### src/sitp_pkg.sv
// Shared types and constants for the signed integer text parser.
// Used by sitp_core, signed_int_text_parser and sitp_checker; no dependencies.
`timescale 1ns / 1ps
`default_nettype none

package sitp_pkg;

  typedef enum logic [2:0] {
    PH_DONE   = 3'd0,
    PH_SPACE  = 3'd1,
    PH_SIGN   = 3'd2,
    PH_ZERO   = 3'd3,
    PH_DIGITS = 3'd4
  } phase_t;

  typedef enum logic [1:0] {
    ST_OK     = 2'd0,
    ST_NOTINT = 2'd1,
    ST_RANGE  = 2'd2
  } status_t;

  // Step outcome handed from the core to the output register
  typedef struct packed {
    logic        emit;
    status_t     status;
    logic [31:0] value;
  } step_out_t;

  localparam logic [7:0] CH_TAB   = 8'h09;
  localparam logic [7:0] CH_CR    = 8'h0D;
  localparam logic [7:0] CH_SPACE = 8'h20;
  localparam logic [7:0] CH_PLUS  = 8'h2B;
  localparam logic [7:0] CH_MINUS = 8'h2D;
  localparam logic [7:0] CH_0     = 8'h30;
  localparam logic [7:0] CH_1     = 8'h31;
  localparam logic [7:0] CH_9     = 8'h39;
  localparam logic [7:0] CH_UA    = 8'h41;
  localparam logic [7:0] CH_UF    = 8'h46;
  localparam logic [7:0] CH_LA    = 8'h61;
  localparam logic [7:0] CH_LF    = 8'h66;
  localparam logic [7:0] CH_X     = 8'h78;

  // Letters a-f and A-F both carry 1..6 in the low nibble
  localparam logic [3:0] HEX_LETTER_OFS = 4'd9;

  localparam logic [35:0] LIM_NEG = 36'h080000000;
  localparam logic [35:0] LIM_POS = 36'h07FFFFFFF;

  localparam logic REG_MIN = 1'b0;
  localparam logic REG_MAX = 1'b1;

  localparam logic [31:0] MIN_RST = 32'h80000000;
  localparam logic [31:0] MAX_RST = 32'h7FFFFFFF;

endpackage

`default_nettype wire

### src/signed_int_text_parser.sv
// Top level of the signed integer text parser: stream ports, APB registers.
// Depends on sitp_pkg and sitp_core.
`timescale 1ns / 1ps
`default_nettype none

// Parses a signed 32-bit decimal or 0x-prefixed hex integer from a stream of
// characters, one character per input word. Set in_tuser on the first
// character of each argument; at most one result word follows per parse,
// carrying the status in out_tuser and the value in out_tdata (zero unless
// the status is ok). The block takes one character per cycle unless a result word
// waits on out_tready; the character that ends the number passes the input
// register, then its result word is loaded into the output register. The rate is
// set by the magnitude register loop, which updates through one shift-add by 10
// or 16 per character. Bounds min_value and max_value are at byte addresses 0 and
// 4 of the APB port; the user must write them only while idle (not enforced).
module signed_int_text_parser (
  input  wire logic        clk,
  input  wire logic        rst_n,
  input  wire logic        in_tvalid,
  output logic             in_tready,
  input  wire logic [7:0]  in_tdata,   // [7:0] char_code
  input  wire logic        in_tuser,   // [0] start_token
  output logic             out_tvalid,
  input  wire logic        out_tready,
  output logic [31:0]      out_tdata,  // [31:0] value
  output logic [1:0]       out_tuser,  // [1:0] status
  input  wire logic        cfg_psel,
  input  wire logic        cfg_penable,
  input  wire logic        cfg_pwrite,
  input  wire logic [2:0]  cfg_paddr,
  input  wire logic [31:0] cfg_pwdata,
  output logic [31:0]      cfg_prdata,
  output logic             cfg_pready
);
  import sitp_pkg::*;

  logic        in_v_r;
  logic [7:0]  in_char_r;
  logic        in_start_r;
  logic        out_v_r;
  logic [31:0] out_value_r;
  status_t     out_status_r;
  logic [31:0] min_r, max_r;

  logic        slot_free, step_en, cfg_wr;
  step_out_t   res;

  assign slot_free = !out_v_r || out_tready;
  assign step_en   = in_v_r && slot_free;
  assign in_tready = !in_v_r || slot_free;

  sitp_core u_core (
    .clk        (clk),
    .rst_n      (rst_n),
    .step_en    (step_en),
    .char_code  (in_char_r),
    .start_token(in_start_r),
    .min_value  ($signed(min_r)),
    .max_value  ($signed(max_r)),
    .res        (res)
  );

  always_ff @(posedge clk) begin
    if (!rst_n) begin
      in_v_r <= 1'b0;
    end else if (in_tvalid && in_tready) begin
      in_v_r <= 1'b1;
    end else if (step_en) begin
      in_v_r <= 1'b0;
    end
  end

  always_ff @(posedge clk) begin
    if (in_tvalid && in_tready) begin
      in_char_r  <= in_tdata;
      in_start_r <= in_tuser;
    end
  end

  always_ff @(posedge clk) begin
    if (!rst_n) begin
      out_v_r <= 1'b0;
    end else if (step_en && res.emit) begin
      out_v_r <= 1'b1;
    end else if (out_tready) begin
      out_v_r <= 1'b0;
    end
  end

  always_ff @(posedge clk) begin
    if (step_en && res.emit) begin
      out_value_r  <= res.value;
      out_status_r <= res.status;
    end
  end

  assign out_tvalid = out_v_r;
  assign out_tdata  = out_value_r;
  assign out_tuser  = out_status_r;

  // register select on address bit 2, low bits ignored
  assign cfg_wr     = cfg_psel && cfg_penable && cfg_pwrite && cfg_pready;
  assign cfg_pready = 1'b1;
  assign cfg_prdata = (cfg_paddr[2] == REG_MAX) ? max_r : min_r;

  always_ff @(posedge clk) begin
    if (!rst_n) begin
      min_r <= MIN_RST;
      max_r <= MAX_RST;
    end else if (cfg_wr) begin
      if (cfg_paddr[2] == REG_MIN) begin
        min_r <= cfg_pwdata;
      end else begin
        max_r <= cfg_pwdata;
      end
    end
  end

endmodule

`default_nettype wire

### src/sitp_core.sv
// Parse state and per-character step logic for the signed integer text parser.
// Depends on sitp_pkg for phase, status and result types and character codes.
`timescale 1ns / 1ps
`default_nettype none

module sitp_core (
  input  wire logic               clk,
  input  wire logic               rst_n,
  input  wire logic               step_en,
  input  wire logic [7:0]         char_code,
  input  wire logic               start_token,
  input  wire logic signed [31:0] min_value,
  input  wire logic signed [31:0] max_value,
  output sitp_pkg::step_out_t     res
);
  import sitp_pkg::*;

  phase_t      phase_r, phase_nxt;
  logic        neg_r, neg_nxt;
  logic        hex_r, hex_nxt;
  logic [31:0] mag_r, mag_nxt;

  phase_t      ph_eff;
  logic        neg_eff, hex_eff;
  logic [31:0] mag_eff;

  logic        is_ws, is_dec, is_hex, dig_ok;
  logic [3:0]  dig;
  logic [35:0] acc, lim;
  logic        ovf;
  logic signed [31:0] sval;
  logic        out_of_bounds;

  always_comb begin
    // a start word resets the parse before this character is looked at
    ph_eff  = start_token ? PH_SPACE : phase_r;
    neg_eff = start_token ? 1'b0 : neg_r;
    hex_eff = start_token ? 1'b0 : hex_r;
    mag_eff = start_token ? 32'd0 : mag_r;

    is_ws  = (char_code == CH_SPACE) || (char_code >= CH_TAB && char_code <= CH_CR);
    is_dec = (char_code >= CH_0) && (char_code <= CH_9);
    is_hex = hex_eff && (((char_code >= CH_LA) && (char_code <= CH_LF)) ||
                         ((char_code >= CH_UA) && (char_code <= CH_UF)));
    dig_ok = is_dec || is_hex;
    dig    = is_dec ? char_code[3:0] : (char_code[3:0] + HEX_LETTER_OFS);

    // times 16 or times 10 as shift-add
    if (hex_eff) begin
      acc = {mag_eff, 4'b0000} + {32'd0, dig};
    end else begin
      acc = {1'b0, mag_eff, 3'b000} + {3'b000, mag_eff, 1'b0} + {32'd0, dig};
    end
    lim = neg_eff ? LIM_NEG : LIM_POS;
    ovf = acc > lim;

    sval = neg_eff ? $signed(~mag_eff + 32'd1) : $signed(mag_eff);
    out_of_bounds = (sval < min_value) || (sval > max_value);
  end

  always_comb begin
    phase_nxt  = ph_eff;
    neg_nxt    = neg_eff;
    hex_nxt    = hex_eff;
    mag_nxt    = mag_eff;
    res.emit   = 1'b0;
    res.status = ST_OK;
    res.value  = 32'd0;

    unique case (ph_eff)
      PH_SPACE, PH_SIGN: begin
        if (ph_eff == PH_SPACE && is_ws) begin
          phase_nxt = PH_SPACE;
        end else if (char_code == CH_MINUS) begin
          neg_nxt   = 1'b1;
          phase_nxt = PH_SIGN;
        end else if (char_code == CH_PLUS) begin
          phase_nxt = PH_SIGN;
        end else if (char_code == CH_0) begin
          phase_nxt = PH_ZERO;
        end else if (char_code >= CH_1 && char_code <= CH_9) begin
          if (ovf) begin
            res.emit   = 1'b1;
            res.status = ST_RANGE;
            phase_nxt  = PH_DONE;
          end else begin
            mag_nxt   = acc[31:0];
            phase_nxt = PH_DIGITS;
          end
        end else begin
          res.emit   = 1'b1;
          res.status = ST_NOTINT;
          phase_nxt  = PH_DONE;
        end
      end
      PH_ZERO, PH_DIGITS: begin
        if (ph_eff == PH_ZERO && char_code == CH_X) begin
          hex_nxt   = 1'b1;
          phase_nxt = PH_DIGITS;
        end else if (dig_ok) begin
          if (ovf) begin
            res.emit   = 1'b1;
            res.status = ST_RANGE;
            phase_nxt  = PH_DONE;
          end else begin
            mag_nxt   = acc[31:0];
            phase_nxt = PH_DIGITS;
          end
        end else begin
          // terminator: bounds check and emit
          res.emit  = 1'b1;
          phase_nxt = PH_DONE;
          if (out_of_bounds) begin
            res.status = ST_RANGE;
          end else begin
            res.status = ST_OK;
            res.value  = sval;
          end
        end
      end
      default: begin
        phase_nxt = PH_DONE;
      end
    endcase
  end

  always_ff @(posedge clk) begin
    if (!rst_n) begin
      phase_r <= PH_DONE;
      neg_r   <= 1'b0;
      hex_r   <= 1'b0;
      mag_r   <= 32'd0;
    end else if (step_en) begin
      phase_r <= phase_nxt;
      neg_r   <= neg_nxt;
      hex_r   <= hex_nxt;
      mag_r   <= mag_nxt;
    end
  end

endmodule

`default_nettype wire

### config.mk
export PLATFORM = sky130hd
export DESIGN_NAME = signed_int_text_parser
export DESIGN_NICKNAME = d
export VERILOG_FILES = /design/src/sitp_pkg.sv /design/src/signed_int_text_parser.sv /design/src/sitp_core.sv
export SDC_FILE = /design/constraint.sdc
export NUM_CORES = 1
export LEC_CHECK = 0
export ABC_AREA = 1
export CORE_AREA = 2 2 148 150
export CTS_CLUSTER_SIZE = 25
export DETAILED_ROUTE_END_ITERATION = 10
export DIE_AREA = 0 0 150 152
export DONT_BUFFER_PORTS = 1
export PLACE_DENSITY = 0.77
export SLEW_MARGIN = 10
export SYNTH_ARGS = -nofsm -noshare
export SYNTH_HDL_FRONTEND = slang
export SYNTH_SLANG_ARGS = --single-unit
### constraint.sdc
create_clock -name clk -period 5.6 [get_ports clk]
set_input_delay 0.28 -clock clk [delete_from_list [all_inputs] [get_ports clk]]
set_output_delay 0.28 -clock clk [all_outputs]
set_load 0.1 [all_outputs]
==> results of run 1 <==
-- final cells by class --
type | instances | share of cell area
Sequential cell | 146 | 0.225
Tap cell | 280 | 0.0235
Timing Repair Buffer | 138 | 0.0873
Multi-Input combinational cell | 1370 | 0.552
Clock inverter | 12 | 0.00790
Clock buffer | 20 | 0.0314
Inverter | 287 | 0.0728
-- timing repair --
action,in CTS,in global routing
setup buffers,4,11
hold buffers,42,0
resized for setup,22,93
gates cloned,2,2
setup endpoints to repair,65,101
pin swaps,14,44
hold endpoints to repair,69,0
-- flip-flops by register name (all words and copies together), names as in the netlist --
signal / flops
max_r: 32
min_r: 32
out_tdata: 32
u_core.mag_r: 32
in_char_r: 8
u_core.phase_r: 3
out_tuser: 2
in_start_r: 1
in_v_r: 1
out_tvalid: 1
u_core.hex_r: 1
u_core.neg_r: 1
-- per-stage QoR --
| step | area [um2] | TNS, ns | instances | setup WS (ns) |
|---|---|---|---|---|
| 2_1_floorplan | 12400 | 0 | 1863 | 0.00420 |
| 3_3_place_gp | 13200 | -0.296 | 2161 | -0.0121 |
| 3_5_place_dp | 13200 | -7.61 | 2161 | -0.174 |
| 4_1_cts | 14400 | 0 | 2241 | 0.00455 |
| 5_1_grt | 14900 | -23.65 | 2253 | -0.424 |
| 6_report | 14900 | -0.0957 | 2253 | -0.0158 |
-- worst max-delay path by stage --
stage | slack (ns) | endpoint | from
6_report | -0.02 | out_tdata[16] | in_char_r[0]
3_5_place_dp | -0.17 | out_tdata[4] | in_char_r[0]
2_1_floorplan | 0.004 | out_tdata[0] | in_char_r[0]
3_3_place_gp | -0.01 | out_tdata[4] | in_char_r[0]
5_1_grt | -0.42 | out_tdata[16] | in_char_r[0]
4_1_cts | 0.005 | out_tuser[1] | in_char_r[0]
-- per-layer routing --
layer	routed length, um	track usage
met5	0	0
met3	3170	0.0523
met4	1360	0.128
met2	17600	0.518
met1	15100	0.414
-- power by group --
part	internal (mW)	leakage (nW)	switching, mW	total, mW
registers	1.12	1.25	0.0803	1.20
clock network	0.660	0.290	0.503	1.16
logic	0.155	6.02	0.371	0.525
-- cell usage in the layout (no fill, tap or decap), types with 43 or more instances in the layout --
master    synthesis  layout
buf_4             1      85
dfxtp_1         103     103
inv_1           275     268
a21oi_1         205     191
o21ai_0         178     121
nand3_1          74      64
nand2_1         469     451
edfxtp_1         43      43
nor2_1          154     151
ha_1            164     154
-- worst reg2reg max path: cells and delay by family, from the launching register on --
kind	cells	cell delay [ns]
AO/OA/AOI/OAI	6	1.02
XOR/XNOR	1	0.30
adder cells (fa/ha/maj)	4	1.04
buffers and inverters	6	0.80
flip-flops	1	0.46
AND/OR/NAND/NOR	19	1.79
-- cell families (layout without fill, tap and decap cells) --
group                    after synthesis  after routing
AO/OA/AOI/OAI                        421            421
adder cells (fa/ha/maj)              166            166
other                                  1              1
multiplexers                           1              1
flip-flops                           146            146
AND/OR/NAND/NOR                      766            766
buffers and inverters                347            457
XOR/XNOR                              15             15
==> impl_metrics.tcl, run 1 <==
set metrics [dict create \
    status "complete, but fails checks" \
    violations "setup timing" \
    cts_buffers 17 \
    fp.coreArea_mm2 0.0214 \
    yosys.area_share.simple 0.257 \
    yosysMostFrequentCell "nand2_1" \
    r2r-start "in_char_r[0]" \
    clockBufferDepth 2 \
    synthFlopType "dfxtp_1" \
    vdd_drop_max_mv 0.194 \
    drv_cap 0 \
    via_count 12900 \
    drtPass1Iterations 7 \
    grt_start_max_net_pins 67 \
    post-route-period-util 1.00 \
    drv_slew 0 \
    routabilityCongestion 0.911 \
    path_delay_family "simple AND/OR/NAND/NOR gates" \
    worstMarginPinSlew_ns 1.18 \
    hold_class "in -> reg" \
    rr_worst_depth 36 \
    min_to "min_r[20]" \
    syn_area_per_cell_um2 6.60 \
    port_buffers 0 \
    synth_mux_area_frac 0.000814 \
    wirelength_um 37200 \
    wl_per_cell_um 16.5 \
    grt_pass1_vias 11900 \
    yosysWarnings 0 \
    avgViaCountPerCell 5.73 \
    synth_compound_area_frac 0.177 \
    worstPathArrival_ns 5.81 \
    initial_core_util 0.576 \
    setup.worst_path.end_class "flop" \
    syn_inst 1863 \
    die_area_mm2 0.0228 \
    yosysTopAreaCellShare 0.168 \
    synth_top_family_by_area "simple AND/OR/NAND/NOR gates" \
    cp-start-kind "flop" \
    final_nets 2177 \
    ys_async_sr_fraction 0 \
    cellLeakagePower_nw 7.56 \
    io_pins 120 \
    ys_seq_area_frac 0.273 \
    fill_cells 1700 \
    fp-row-count 54 \
    clk_pin_slew_ns 0.07 \
    drtIter0Drc 1047 \
    htree_levels 4 \
    synth.distinct_cells 49 \
    drc 0 \
    netlist_top_cells_area "dfxtp_1, ha_1, nand2_1" \
    synth_common_cells "nand2_1, inv_1, a21oi_1, o21ai_0, ha_1" \
    grt_pass1_wl_um 58300 \
    syn_nets 2080 \
    r2r_setup_slack_ns -0.02 \
    fp.dieH_um 152 \
    path_buf_inv 6 \
    crit_top_cell "nand2_1" \
    fin_worst_skew_ns 0.0187 \
    drive_gt1_frac 0.146 \
    clkSinkCount 146 \
    grtUsageTotal 0.317 \
    grt.overflow.total 0 \
    hold_depth 2 \
    register_area_mm2 0.00335 \
    synthesis.area_mm2 0.0123 \
    synth-xor-area-share 0.0107 \
    holdWs_ns 0.0131 \
    multiInputGateArea_mm2 0.00821 \
    ys_seq_elements 146 \
    cts_tree "done" \
    syn2layout_area_growth_pct 21.1 \
    worstSetupPathType "reg -> reg" \
    clk_latency_ns 0.43 \
    final_util 0.697 \
    reg2reg_to "out_tdata[16]" \
    total_power_mw 2.89 \
    yosys.area.top_type "dfxtp_1" \
    n_antenna_cell 0 \
    fmax_mhz 178 \
    hold_viol 0 \
    cp.depth 36 \
    required_ns 5.79 \
    chipWidth_um 150 \
    rsz0062_at_grt "true" \
    maxSlewHeadroom 0.210 \
    cpPeakStageDelay_ns 0.46 \
    fin_ws_ns -0.0158 \
    hp-start "rst_n" \
    hpwl_um 25800 \
    root_buffer "clkbuf_16" \
    cp_slowest_cell "edfxtp_1" \
    antenna_found_initial 0 \
    powerDensity_mw_per_mm2 194 \
    setup_viol 11 \
    fin_crit_ns 5.62 \
    synth_edf_count 43 \
    antenna_left 0 \
    synthAdderAreaFrac 0.170 \
    crit_path_max_fanout 8 \
]
No activity file was read; power rests on OpenSTA's default activity.
==> run 2, diff against run 1 <==
Settings changed: CORE_AREA 2 2 148 150 to 2 2 147 149, CTS_BUF_LIST set to sky130_fd_sc_hd__clkbuf_8, DIE_AREA 0 0 150 152 to 0 0 149 151, PLACE_DENSITY 0.77 to 0.75.
==> run 2 against run 1 <==
- the flow now finishes without violations
- sequential power is essentially flat
- clock skew grew 0.0066 ns
- clock-buffer cell count shrank 2
- core utilization grew 1.0 points
- final area shrank 1.1%
- highest routed layer unchanged
==> impl_metrics.tcl, run 2 (synthesis gave the netlist of run 1 again) <==
set metrics [dict create \
    status "finished, final reports clean" \
    chipWidth_um 149 \
    cellLeakagePower_nw 7.56 \
    hold_class "in -> reg" \
    setup.worst_path.end_class "flop" \
    avgViaCountPerCell 5.64 \
    io_pins 120 \
    clk_pin_slew_ns 0.10 \
    vdd_drop_max_mv 0.138 \
    fin_crit_ns 5.55 \
    total_power_mw 2.55 \
    antenna_found_initial 0 \
    layout.cells.most_common "nand2_1" \
    worstMarginPinSlew_ns 1.15 \
    cts_tree "done" \
    cts_buffers 17 \
    grt_pass1_vias 11600 \
    clk_latency_ns 0.48 \
    drv_cap 0 \
    maxSlewHeadroom 0.231 \
    drive_gt1_frac 0.151 \
    final_nets 2196 \
    drv_slew 0 \
    routabilityCongestion 0.979 \
    r2r-start "in_char_r[0]" \
    worstPathArrival_ns 5.79 \
    port_buffers 0 \
    holdWs_ns 0.00795 \
    wl_per_cell_um 16.4 \
    hold_viol 0 \
    grt_start_max_net_pins 68 \
    layout_common_cells "nand2_1, inv_1, a21oi_1" \
    crit_start "in_char_r[0]" \
    grt.overflow.total 0 \
    path_delay_family "simple AND/OR/NAND/NOR gates" \
    cp-start-kind "flop" \
    place_ws_ns -0.160 \
    clockBufferDepth 2 \
    root_buffer "clkbuf_8" \
    grtUsageTotal 0.322 \
    fin_setup_tns_ns 0 \
    initial_core_util 0.590 \
    setup_viol 0 \
    drtIter0Drc 1085 \
    fp.dieH_um 151 \
    htree_levels 4 \
    cp_slowest_cell "edfxtp_1" \
    wirelength_um 37100 \
    die_area_mm2 0.0225 \
    via_count 12800 \
    fin_worst_skew_ns 0.0253 \
    hp-start "cfg_pwdata[13]" \
    drc 0 \
    antenna_left 0 \
    fill_cells 1711 \
    path_buf_inv 7 \
    required_ns 5.84 \
    hpwl_um 26100 \
    fp.coreArea_mm2 0.0208 \
    crit_top_cell "nand2_1" \
    post-route-period-util 0.992 \
    clkSinkCount 146 \
    drtPass1Iterations 5 \
    worstSetupPathType "reg -> reg" \
    fp-row-count 53 \
    rsz0062_at_grt "true" \
    crit_path_max_fanout 8 \
    grt_pass1_wl_um 57800 \
    powerDensity_mw_per_mm2 173 \
    syn2layout_area_growth_pct 19.8 \
    fmax_mhz 180 \
    cpPeakStageDelay_ns 0.47 \
    n_antenna_cell 0 \
    fin_ws_ns 0.0475 \
]
## run 2: through the flow
step | instance area (um2) | utilization | instances
after floorplan | 12400 | - | 1863
after global placement | 13200 | 0.635 | 2161
after detailed placement | 13200 | 0.635 | 2161
after CTS | 14300 | 0.688 | 2256
after global routing | 14700 | 0.707 | 2267
final | 14700 | 0.707 | 2267
## run 2: area by class of cell
type	instances	area, um2	area share
clock buffer	18	248	0.0168
clock inverter	14	114	0.00773
inverter	287	1080	0.0736
multi-input combinational	1370	8140	0.553
sequential	146	3350	0.228
tap	275	344	0.0234
timing repair buffer	157	1440	0.0978
## run 2: power by group
group | internal, mW | switching, mW
combinational | 0.156 | 0.370
sequential | 1.12 | 0.0802
clock | 0.333 | 0.488
## run 2: timing repair
item / CTS / global route
setup buffers: 18 / 11
hold buffers: 43 / 0
pin swaps: 21 / 37
gates cloned: 2 / 1
endpoints found under the setup margin: 63 / 101
resized for setup: 32 / 66
endpoints found under the hold margin: 77 / 0
## run 2: metal layers
metal / track usage / routed length [um] / vias up
li1: - / - / 6343
met1: 0.427 / 15800 / 5785
met2: 0.535 / 17300 / 580
met3: 0.0467 / 3000 / 76
met4: 0.119 / 1030 / 0
met5: 0 / 0 / -
## run 2: worst paths after layout
kind,to,slack [ns],cells past startpoint
worst max-delay path,out_tdata[17],0.05,37
worst min-delay path,min_r[13],0.008,2
worst max register to register,out_tdata[17],0.05,37
worst min register to register,u_core.phase_r[1],0.48,2
